`config.mk`:
```
export PLATFORM = sky130hd
export DESIGN_NAME = frame_table_clock_replacement
export DESIGN_NICKNAME = d
export VERILOG_FILES = /design/src/hw/rtl/ftcr_pkg.sv /design/src/hw/rtl/ftcr_ram.sv /design/src/hw/rtl/ftcr_ctrl.sv /design/src/hw/rtl/frame_table_clock_replacement.sv
export VERILOG_INCLUDE_DIRS = /design/src /design/src/hw/rtl
export SDC_FILE = /design/constraint.sdc
export NUM_CORES = 2
export LEC_CHECK = 0
export ABC_AREA = 1
export ABC_CLOCK_PERIOD_IN_PS = 8800
export BUFFER_PORTS_ARGS = -buffer_cell sky130_fd_sc_hd__buf_2
export CAP_MARGIN = 10
export CORE_ASPECT_RATIO = 1.25
export CORE_UTILIZATION = 29
export CTS_BUF_LIST = sky130_fd_sc_hd__clkbuf_2 sky130_fd_sc_hd__clkbuf_4 sky130_fd_sc_hd__clkbuf_8
export DETAILED_ROUTE_END_ITERATION = 7
export MAX_ROUTING_LAYER = met4
export PLACE_DENSITY = 0.53
export SLEW_MARGIN = 20
export SYNTH_ARGS = -nofsm -noshare
export SYNTH_HDL_FRONTEND = slang
export SYNTH_HIERARCHICAL = 1
export SYNTH_SLANG_ARGS = --single-unit
```
`constraint.sdc`:
```
create_clock -name clock -period 8.8 [get_ports clock]
set_input_delay 1.32 -clock clock [delete_from_list [all_inputs] [get_ports clock]]
set_output_delay 1.32 -clock clock [all_outputs]
set_load 0.005 [all_outputs]
```
`src/hw/rtl/frame_table_clock_replacement_defines.svh`:
```
// ----------------------------------------------------------------------------
// Frame table assertion macros
// Shared concurrent assertion forms for the frame table block.
// ----------------------------------------------------------------------------
`ifndef FRAME_TABLE_CLOCK_REPLACEMENT_DEFINES_SVH
`define FRAME_TABLE_CLOCK_REPLACEMENT_DEFINES_SVH

// Same-cycle implication, disabled while reset is high.
`define FTCR_ASSERT_NOW(label, clk, rst, ante, cons, msg) \
   label: assert property (@(posedge clk) disable iff (rst) (ante) |-> (cons)) \
      else $error(msg);

// Next-cycle implication, disabled while reset is high.
`define FTCR_ASSERT_NEXT(label, clk, rst, ante, cons, msg) \
   label: assert property (@(posedge clk) disable iff (rst) (ante) |=> (cons)) \
      else $error(msg);

`endif

```
`src/hw/rtl/ftcr_pkg.sv`:
```
// ----------------------------------------------------------------------------
// Frame table package
// Sizes, operation codes, state type and transfer structs of the frame table.
// ----------------------------------------------------------------------------
package ftcr_pkg;

   localparam int MAX_FRAMES    = 64;
   localparam int PAGE_TAG_BITS = 20;
   localparam int FRAME_BITS    = $clog2(MAX_FRAMES);
   localparam int COUNT_BITS    = $clog2(MAX_FRAMES + 1);
   localparam int CSR_BITS      = 7;
   localparam int OP_BITS       = 2;

   localparam logic [OP_BITS-1:0] OP_ALLOC   = 2'd0;
   localparam logic [OP_BITS-1:0] OP_REF     = 2'd1;
   localparam logic [OP_BITS-1:0] OP_RELEASE = 2'd2;

   localparam logic STATUS_OK  = 1'b0;
   localparam logic STATUS_ERR = 1'b1;

   typedef enum logic [1:0] {
      ST_IDLE,
      ST_SCAN,
      ST_SWEEP,
      ST_EVICT
   } state_type;

   typedef struct packed {
      logic [OP_BITS-1:0]       operation;
      logic [FRAME_BITS-1:0]    frame_index;
      logic [PAGE_TAG_BITS-1:0] page_tag;
      logic                     is_write;
      logic                     start_dirty;
   } req_type;

   typedef struct packed {
      logic [FRAME_BITS-1:0]    granted_frame;
      logic                     evicted;
      logic [PAGE_TAG_BITS-1:0] victim_page;
      logic                     victim_dirty;
      logic                     status;
   } rsp_type;

   typedef struct packed {
      logic                     we;
      logic [FRAME_BITS-1:0]    waddr;
      logic [PAGE_TAG_BITS-1:0] wdata;
      logic [FRAME_BITS-1:0]    raddr;
   } mem_req_type;

endpackage

```
`src/hw/rtl/ftcr_ram.sv`:
```
// ----------------------------------------------------------------------------
// Generic RAM
// One write port and one read port with registered read data.
// ----------------------------------------------------------------------------
module ftcr_ram #(
   parameter int WIDTH = 8,
   parameter int DEPTH = 16
) (
   input  logic                     clock,
   input  logic                     we,
   input  logic [$clog2(DEPTH)-1:0] waddr,
   input  logic [WIDTH-1:0]         wdata,
   input  logic [$clog2(DEPTH)-1:0] raddr,
   output logic [WIDTH-1:0]         rdata
);

   logic [WIDTH-1:0] mem_ff [DEPTH];
   logic [WIDTH-1:0] rdata_ff;

   always_ff @(posedge clock) begin
      if (we) begin
         mem_ff[waddr] <= wdata;
      end
      rdata_ff <= mem_ff[raddr];
   end

   assign rdata = rdata_ff;

endmodule

```
`src/hw/rtl/ftcr_ctrl.sv`:
```
// ----------------------------------------------------------------------------
// Frame table sequencer
// Holds the per-frame flag vectors and the clock hand, and walks one frame a
// cycle through the free scan and the second-chance sweep.
// ----------------------------------------------------------------------------
`include "frame_table_clock_replacement_defines.svh"

module ftcr_ctrl (
   input  logic                                clock,
   input  logic                                reset,
   input  logic                                start,
   input  ftcr_pkg::req_type                   req,
   input  logic [ftcr_pkg::COUNT_BITS-1:0]     count,
   output logic                                busy,
   output logic                                rsp_strobe,
   output ftcr_pkg::rsp_type                   rsp,
   output ftcr_pkg::mem_req_type               mem_req,
   input  logic [ftcr_pkg::PAGE_TAG_BITS-1:0]  mem_rdata
);

   ftcr_pkg::state_type                    state_ff, state_in;
   logic [ftcr_pkg::MAX_FRAMES-1:0]        occ_ff, occ_in;
   logic [ftcr_pkg::MAX_FRAMES-1:0]        ref_ff, ref_in;
   logic [ftcr_pkg::MAX_FRAMES-1:0]        mod_ff, mod_in;
   logic [ftcr_pkg::FRAME_BITS-1:0]        hand_ff, hand_in;
   logic [ftcr_pkg::FRAME_BITS-1:0]        idx_ff, idx_in;
   ftcr_pkg::req_type                      req_ff, req_in;
   logic                                   strobe_ff, strobe_in;
   ftcr_pkg::rsp_type                      rsp_ff, rsp_in;

   logic [ftcr_pkg::COUNT_BITS-1:0]        idx_plus;
   logic [ftcr_pkg::FRAME_BITS-1:0]        idx_next;
   logic                                   req_ok;

   // Frame after the current one, wrapping at the frame count.
   assign idx_plus = ftcr_pkg::COUNT_BITS'(idx_ff) + ftcr_pkg::COUNT_BITS'(1);
   assign idx_next = (idx_plus >= count) ? '0 : ftcr_pkg::FRAME_BITS'(idx_plus);
   assign req_ok   = (ftcr_pkg::COUNT_BITS'(req.frame_index) < count) &&
                     occ_ff[req.frame_index];

   assign busy = (state_ff != ftcr_pkg::ST_IDLE);

   always_ff @(posedge clock) begin
      if (reset) begin
         state_ff  <= ftcr_pkg::ST_IDLE;
         occ_ff    <= '0;
         ref_ff    <= '0;
         mod_ff    <= '0;
         hand_ff   <= '0;
         strobe_ff <= 1'b0;
      end else begin
         state_ff  <= state_in;
         occ_ff    <= occ_in;
         ref_ff    <= ref_in;
         mod_ff    <= mod_in;
         hand_ff   <= hand_in;
         strobe_ff <= strobe_in;
      end
   end

   always_ff @(posedge clock) begin
      idx_ff <= idx_in;
      req_ff <= req_in;
      rsp_ff <= rsp_in;
   end

   always_comb begin
      state_in        = state_ff;
      occ_in          = occ_ff;
      ref_in          = ref_ff;
      mod_in          = mod_ff;
      hand_in         = hand_ff;
      idx_in          = idx_ff;
      req_in          = req_ff;
      strobe_in       = 1'b0;
      rsp_in          = rsp_ff;
      mem_req.we      = 1'b0;
      mem_req.waddr   = idx_ff;
      mem_req.wdata   = req_ff.page_tag;
      mem_req.raddr   = idx_ff;

      case (state_ff)
         ftcr_pkg::ST_IDLE: begin
            if (start) begin
               req_in               = req;
               rsp_in.granted_frame = req.frame_index;
               rsp_in.evicted       = 1'b0;
               rsp_in.victim_page   = '0;
               rsp_in.victim_dirty  = 1'b0;
               rsp_in.status        = ftcr_pkg::STATUS_OK;
               case (req.operation)
                  ftcr_pkg::OP_ALLOC: begin
                     idx_in   = '0;
                     state_in = ftcr_pkg::ST_SCAN;
                  end
                  ftcr_pkg::OP_REF: begin
                     strobe_in = 1'b1;
                     if (req_ok) begin
                        ref_in[req.frame_index] = 1'b1;
                        if (req.is_write) begin
                           mod_in[req.frame_index] = 1'b1;
                        end
                     end else begin
                        rsp_in.status = ftcr_pkg::STATUS_ERR;
                     end
                  end
                  ftcr_pkg::OP_RELEASE: begin
                     strobe_in = 1'b1;
                     if (req_ok) begin
                        occ_in[req.frame_index] = 1'b0;
                        ref_in[req.frame_index] = 1'b0;
                        mod_in[req.frame_index] = 1'b0;
                     end else begin
                        rsp_in.status = ftcr_pkg::STATUS_ERR;
                     end
                  end
                  default: begin
                     strobe_in     = 1'b1;
                     rsp_in.status = ftcr_pkg::STATUS_ERR;
                  end
               endcase
            end
         end
         ftcr_pkg::ST_SCAN: begin
            if (!occ_ff[idx_ff]) begin
               mem_req.we           = 1'b1;
               occ_in[idx_ff]       = 1'b1;
               ref_in[idx_ff]       = 1'b1;
               mod_in[idx_ff]       = req_ff.start_dirty;
               rsp_in.granted_frame = idx_ff;
               strobe_in            = 1'b1;
               state_in             = ftcr_pkg::ST_IDLE;
            end else if (idx_plus == count) begin
               // Every frame in use is taken; the sweep starts at the hand,
               // or at frame zero when the count shrank below it.
               idx_in   = (ftcr_pkg::COUNT_BITS'(hand_ff) >= count) ? '0 : hand_ff;
               state_in = ftcr_pkg::ST_SWEEP;
            end else begin
               idx_in = ftcr_pkg::FRAME_BITS'(idx_plus);
            end
         end
         ftcr_pkg::ST_SWEEP: begin
            if (ref_ff[idx_ff]) begin
               ref_in[idx_ff] = 1'b0;
               idx_in         = idx_next;
            end else begin
               // The victim's tag is read this cycle and arrives next cycle.
               hand_in  = idx_next;
               state_in = ftcr_pkg::ST_EVICT;
            end
         end
         ftcr_pkg::ST_EVICT: begin
            mem_req.we           = 1'b1;
            occ_in[idx_ff]       = 1'b1;
            ref_in[idx_ff]       = 1'b1;
            mod_in[idx_ff]       = req_ff.start_dirty;
            rsp_in.granted_frame = idx_ff;
            rsp_in.evicted       = 1'b1;
            rsp_in.victim_page   = mem_rdata;
            rsp_in.victim_dirty  = mod_ff[idx_ff];
            strobe_in            = 1'b1;
            state_in             = ftcr_pkg::ST_IDLE;
         end
         default: begin
            state_in = ftcr_pkg::ST_IDLE;
         end
      endcase
   end

   assign rsp_strobe = strobe_ff;
   assign rsp        = rsp_ff;

   `FTCR_ASSERT_NOW(a_scan_in_range, clock, reset,
      state_ff == ftcr_pkg::ST_SCAN || state_ff == ftcr_pkg::ST_SWEEP,
      ftcr_pkg::COUNT_BITS'(idx_ff) < count, "frame walk left the frames in use")
   `FTCR_ASSERT_NEXT(a_evict_reports, clock, reset,
      state_ff == ftcr_pkg::ST_EVICT,
      rsp_strobe && rsp.evicted && rsp.status == ftcr_pkg::STATUS_OK,
      "eviction did not produce an evicting transfer")
   `FTCR_ASSERT_NEXT(a_alloc_goes_busy, clock, reset,
      start && !busy && req.operation == ftcr_pkg::OP_ALLOC,
      busy && !rsp_strobe, "allocate did not start the frame scan")
   `FTCR_ASSERT_NOW(a_granted_occupied, clock, reset,
      rsp_strobe && $past(busy), occ_ff[rsp.granted_frame] && ref_ff[rsp.granted_frame],
      "granted frame is not marked occupied and referenced")

endmodule

```
`src/hw/rtl/frame_table_clock_replacement.sv`:
```
// ----------------------------------------------------------------------------
// Frame table with clock replacement
// Physical frame table that hands out free frames and, when all are taken,
// evicts with a second-chance clock sweep.
//
//   Channel   Ports                        Transfer
//   request   start, busy, req_data        start high and busy low at a clock edge
//   response  rsp_strobe, rsp_data         strobe high for exactly one cycle
//   register  csr_we, csr_wdata            csr_we high at a clock edge
//
// Reference, release and unknown operations answer on the next cycle and leave
// busy low. An allocate scans up from frame zero for the first free frame; with
// every frame in use it scans them all, sweeps from the hand clearing set
// reference flags until it meets an unreferenced frame and reads that frame's
// tag. The walk covers one frame index per cycle over the flag vectors.
// Synchronous reset frees every frame, parks the hand at zero and sets the
// frame count to its maximum; no clearing pass follows. The receiver cannot
// stall, so a response is never held back.
// ----------------------------------------------------------------------------
module frame_table_clock_replacement (
   input  logic                              clock,
   input  logic                              reset,
   input  logic                              start,
   output logic                              busy,
   input  ftcr_pkg::req_type                 req_data,
   output logic                              rsp_strobe,
   output ftcr_pkg::rsp_type                 rsp_data,
   input  logic                              csr_we,
   input  logic [ftcr_pkg::CSR_BITS-1:0]     csr_wdata
);

   logic [ftcr_pkg::CSR_BITS-1:0]       csr_ff, csr_in;
   logic [ftcr_pkg::COUNT_BITS-1:0]     count;
   ftcr_pkg::mem_req_type               mem_req;
   logic [ftcr_pkg::PAGE_TAG_BITS-1:0]  mem_rdata;

   assign csr_in = csr_we ? csr_wdata : csr_ff;

   always_ff @(posedge clock) begin
      if (reset) begin
         csr_ff <= ftcr_pkg::CSR_BITS'(ftcr_pkg::MAX_FRAMES);
      end else begin
         csr_ff <= csr_in;
      end
   end

   // The register is saturated into the range of one frame to all frames.
   always_comb begin
      if (csr_ff == '0) begin
         count = ftcr_pkg::COUNT_BITS'(1);
      end else if (int'(csr_ff) > ftcr_pkg::MAX_FRAMES) begin
         count = ftcr_pkg::COUNT_BITS'(ftcr_pkg::MAX_FRAMES);
      end else begin
         count = ftcr_pkg::COUNT_BITS'(csr_ff);
      end
   end

   ftcr_ctrl u_ctrl (
      .clock      (clock),
      .reset      (reset),
      .start      (start),
      .req        (req_data),
      .count      (count),
      .busy       (busy),
      .rsp_strobe (rsp_strobe),
      .rsp        (rsp_data),
      .mem_req    (mem_req),
      .mem_rdata  (mem_rdata)
   );

   ftcr_ram #(
      .WIDTH (ftcr_pkg::PAGE_TAG_BITS),
      .DEPTH (ftcr_pkg::MAX_FRAMES)
   ) u_tag_ram (
      .clock (clock),
      .we    (mem_req.we),
      .waddr (mem_req.waddr),
      .wdata (mem_req.wdata),
      .raddr (mem_req.raddr),
      .rdata (mem_rdata)
   );

endmodule

```
# Yosys cells after proc, flatten, opt, wreduce, memory -nomap -nowiden
# Memories as Yosys holds them, arrays and structs flattened. A register that Yosys moved wholly into a read port is not among the register bits.
# Index checks and enable logic that the tools add are counted.
# Widths: inputs -> output; s select.
[word_totals]
regBits = 264
latch_bits = 0
mem_bits_rw = 1280
mem_bits_ro = 0
out_inout_bits = 31
word_cells = 136
memories = 1
[classes]
n_addsub = 1
mul = 0
div_mod_pow = 0
order_cmp = 8
n_eq_ne = 19
n_shift = 0
muxes = 61
bitwise_logic = 11
reduce_logical = 20
[mem_list]
columns = ["memory", "depth", "width", "read_ports", "rd_ports_with_merged_regs", "write_ports", "line", "source"]
rows = [
  ["u_tag_ram.mem_ff", 64, 20, 1, 1, 1, "ftcr_ram.sv:17", "logic [WIDTH-1:0] mem_ff [DEPTH];"],
]
[op_table]
columns = ["operator", "count"]
rows = [
  ["$mux 64", 14],
  ["$pmux 64 s3", 2],
  ["$and 64x64->64", 4],
  ["$or 64x64->64", 4],
  ["$pmux 64 s2", 2],
  ["$pmux 64 s4", 1],
  ["$not 64->64", 2],
  ["$bwmux 64", 1],
  ["$mux 6", 8],
  ["$pmux 22 s2", 1],
  ["$pmux 6 s3", 2],
  ["$mux 29", 1],
  ["$bmux 1 s6", 4],
  ["$lt 6x7->1 const B", 2],
  ["$mux 7", 2],
  ["$demux 1 s6", 2],
  ["$ge 6x1->1 const B", 2],
  ["$mux 1", 12],
  ["$mux 2", 5],
  ["$ne 2x2->1 const B", 5],
  ["$reduce_and 5->1", 2],
  ["$ne 3x3->1 const B", 3],
  ["$pmux 2 s4", 1],
  ["$add 6x1->7 const B", 1],
  ["other kinds (23)", 37],
]

# Longest topological paths before layout
[depth]
depth_word = 10
mapped_depth = 21
depth_no_buf = 18

# Cells and area by module
# The synthesis kept the hierarchy.
[by_module_without_submodules]
columns = ["module", "instances", "cells_each", "area_per_inst_um2", "seq_area_each_um2"]
rows = [
  ["ftcr_ram", 1, 4373, 52126.2, 38837.2],
  ["ftcr_ctrl", 1, 3417, 20188.1, 5705.5],
  ["frame_table_clock_replacement", 1, 47, 336.6, 140.1],
]

# Worst setup path after synthesis
# OpenSTA, ideal clock, no wires.
[synth_path]
kind = "flip-flop to flip-flop"
startpoint = "reg u_ctrl/idx_ff[0] (netlist bit)"
endpoint = "mem u_tag_ram/mem_ff[48][0] (netlist bit), enable pin"
arrival_ps = 4137
required_time_ps = 8352
setup_slack_ps = 4214
stages_incl_launch_ff = 17
path_cell_list = "edfxtp_1 > buf_4 > buf_4 > nand2_1 > o21ai_0 > nand2_1 > nand2_1 > nand2_1 > nand2_1 > nand2_1 > nand2_1 > nor2_1 > nand2_2 > a21oi_1 > clkbuf_1 > nand4_1 > nor4_1"
[synth_lines]
columns = ["item", "line", "source"]
rows = [
  ["start, declared", "ftcr_ctrl.sv:26", "logic [ftcr_pkg::FRAME_BITS-1:0] idx_ff, idx_in;"],
  ["start signal, assigned", "ftcr_ctrl.sv:62", "idx_ff <= idx_in;"],
  ["end, declared", "ftcr_ram.sv:17", ""],
]

==> summary.md <==
| Metric | Value |
|---|---|
| Status | `finished clean` |
| Core Rows | `205` |
| Gr usage total | `19.3%` |
| Post-Syn Area | `72700 sq um` |
| GRT overflow | `0` |
| LEAKAGE | `30.0 nW` |
| Cts hold-fix bufs | `0` |
| Reg2reg setup slack | `3.12 ns` |
| Area share of the largest cell type after synthesis | `55.2%` |
| Startpoint Class | `flip-flop` |
| RSZ-0062 raised after global routing | `false` |
| Core area | `249000 sq um` |
| Min Tclk post-route | `5.68 ns` |
| DP Worst Slack | `3.23 ns` |
| Area Overhead vs Synth | `12.2%` |
| # resized after CTS | `0` |
| Die area | `253000 sq um` |
| Crit path max-delay family | `simple AND/OR/NAND/NOR gates` |
| Final slew viol count | `0` |
| R2R Path Start | `u_ctrl/idx_ff[0]` |
| Overall routed net length | `245000 microns` |
| FMAX | `176 MHz` |
| Worst setup EP type | `flip-flop` |
| Final std cells w/o fill | `11300` |
| Routability cong. | `0.887` |
| Die H | `562 microns` |
| Worst-Margin Slew | `1.29 ns` |
| Worst-path cell with the longest stage delay | `buf_4` |
| Fin. Hold Viols | `0` |
| Crit path max fanout | `161` |
| CTS tree | `done` |
| Max-cap violations | `0` |
| DPL Wire Length | `138000 microns` |
| Top cells by area, synth | `edfxtp_1, nand2_1, nand3_1, dfxtp_1, inv_1` |
| Placed inst area | `76100 sq um` |
| WHS Path Cells | `2` |
| Crit-path most repeated cell | `nand2_1` |
| Post-Synthesis Net Count | `7905` |
| Most common cell after layout, fill and taps aside | `nand2_1` |
| WL/cell | `21.7 microns` |
| Final worst setup slack | `3.12 ns` |
| Synth warn | `6` |
| Floorplan die width | `450 microns` |
| DRT Pass-1 Iters | `8` |
| Vias in the first global route | `55300` |
| Placed Cells | `10800` |
| I/O pins | `72` |
| Top_reg_cell synth | `edfxtp_1` |
| Flops & latches, synth | `1564` |
| Post-synthesis sequential area ratio | `61.5%` |
| Crit-path cells | `buf_12 -> buf_4 -> nand2_1 -> o21ai_1 -> nand2_1 -> nand2_1 -> nand2_1 -> nand2_1 -> nand2_1 -> nand2_1 -> nor2_1 -> nand3_1 -> nand2_1 -> nor2_4 -> buf_4 -> nand3_1 -> nand2_1 -> inv_1 -> nor2_1` |
| Most frequent cells in the layout | `nand2_1, edfxtp_1, nand3_1, inv_1, nor2_1` |
| TritonCTS Sinks | `1564` |
| Asr flop ratio synth | `0%` |
| Detailed Route Iter0 Violations | `6315` |
| Htree depth | `5` |
| Worst Clk Skew | `0.106 ns` |
| Drt drc | `0` |
| Clock transition at path regs | `0.06 ns` |
| Worst hold slack | `0.476 ns` |
| Total negative slack | `0 ns` |
| First-pass GRT wire length | `361000 microns` |
| Fin nets | `7883` |
| CTS Buf Count | `291` |
| Vias per std cell | `5.12` |
| Initial Util | `29.1%` |
| Initial antenna violation count | `5` |
| FF-to-FF path depth | `19` |
| Maximum root-to-sink buffer count | `4` |
| Worst Hold Path EP | `u_ctrl/occ_ff[20]` |
| Later-pin clock latency in the skew report | `1.03 ns` |
| Peak per-stage delay on the critical path | `0.88 ns` |
| Relative slew slack | `14.3%` |
| Post-route ant nets | `0` |
| Pin count of the biggest net entering global routing | `200` |
| Non-Filler Cell Area, Final | `81500 sq um` |
| CP required | `9.68 ns` |
| Final setup viols | `0` |
| Synth cell types | `42` |
| Post-CTS setup buffers | `0` |
| Hold crit path type | `reg2reg` |
| Post-synth EDFFs | `1336` |
| Port Buffer Count | `71` |
| Synth area leader | `edfxtp_1` |
| Vias | `57900` |
| Crit path DAT | `6.57 ns` |
| Share of cells above drive strength 1 | `9.73%` |
| Final Cycle Share | `64.6%` |
| CP Class | `reg2reg` |
| Power Dens Cells | `232 nW/um^2` |
| Worst vdd ir | `160 uV` |
| Critical hold path startpoint | `u_ctrl/occ_ff[20]` |
| WP buf/inv | `4` |
| Cells after synthesis | `7837` |
| Synthesized area per cell | `9.27 sq um` |
| Root buffer cell | `clkbuf_8` |
[cell families after synthesis]
group                    share of synthesized area (%)
AO/OA/AOI/OAI                                     5.40
XOR/XNOR                                        0.0121
adder cells (fa/ha/maj)                          0.465
buffers and inverters                             6.76
flip-flops                                        61.5
AND/OR/NAND/NOR                                   25.9
[layer usage]
metal	routed length, microns	GRT usage [%]	part of all wire [%]	vias up
met4	10600	8.08	4.3	0
met2	119000	32.0	49	2592
met1	98200	23.5	40	28100
li1	-	-	-	26600
met3	17400	2.94	7.1	602
met5	0	-	0	-
[where the power goes]
group	leakage, nW	switching (mW)	internal, mW
Combinational	13.2	2.98	0.814
Clock	2.89	3.01	3.72
Sequential	13.9	0.0706	8.33
[how the worst max path moves through the flow]
stage                startpoint                      end  slack [ns]  cells past startpoint
3_5_place_dp   u_ctrl/idx_ff[0]                flip-flop        3.23                     18
6_report       u_ctrl/idx_ff[0]                flip-flop        3.12                     19
4_1_cts        u_ctrl/idx_ff[0]                flip-flop        3.15                     19
5_1_grt        u_ctrl/idx_ff[0]                flip-flop        2.58                     19
3_3_place_gp   u_ctrl/idx_ff[0]                flip-flop        3.38                     19
2_1_floorplan  u_ctrl/idx_ff[0]  u_tag_ram/mem_ff[48][0]        4.21                     16
[synthesized netlist by cell type, types with 8 or more instances]
library cell	count
nor3_1	13
nand4_1	143
dfxtp_1	228
o21ai_1	23
o31ai_1	61
buf_4	89
clkbuf_1	176
a32oi_1	27
edfxtp_1	1336
inv_1	571
nor2_1	409
o22ai_1	58
nand3_1	1334
clkinv_1	8
ha_1	27
o211ai_1	20
inv_2	11
nand2_1	2523
buf_2	238
a31oi_1	34
o21ai_0	267
o32ai_1	29
nor4_1	8
a21oi_1	119
buf_1	45
[worst register-to-register path, cell delays in order (launching register included)]
cell	delay (ns)
edfxtp_1	0.40
buf_12	0.63
buf_4	0.87
nand2_1	0.22
o21ai_1	0.10
nand2_1	0.07
nand2_1	0.07
nand2_1	0.04
nand2_1	0.10
nand2_1	0.06
nand2_1	0.09
nor2_1	0.05
nand3_1	0.46
nand2_1	0.18
nor2_4	0.76
buf_4	0.89
nand3_1	0.33
nand2_1	0.11
inv_1	0.04
nor2_1	0.08
[metrics by stage]
step                total power, mW  utilization [%]
finish                         18.9             32.7
global route                   19.7             32.7
CTS                            19.1             32.7
detailed placement             12.3             30.5
global placement               12.3             30.5
floorplan                      10.9                -
[registers in the layout (all words and copies together) (netlist names), named ones only]
register / cells
u_tag_ram/mem_ff: 1280
u_ctrl/occ_ff: 64
u_ctrl/rsp: 29
u_ctrl/mem_req: 20
u_tag_ram/rdata: 20
csr_ff: 7
u_ctrl/hand_ff: 6
u_ctrl/idx_ff: 6
u_ctrl/req_ff: 1
u_ctrl/rsp_strobe: 1
u_ctrl/state_ff: 1
[area by class of cell]
cell class / count / area [sq um]
antenna: 3 / 7.51
clock buffer: 414 / 5070
clock inverter: 59 / 322
fill: 25500 / 168000
inverter: 590 / 2240
multi-input combinational: 5134 / 23400
sequential: 1564 / 44700
tap: 3312 / 4140
timing repair buffer: 234 / 1680
No activity file was read; power rests on OpenSTA's default activity.
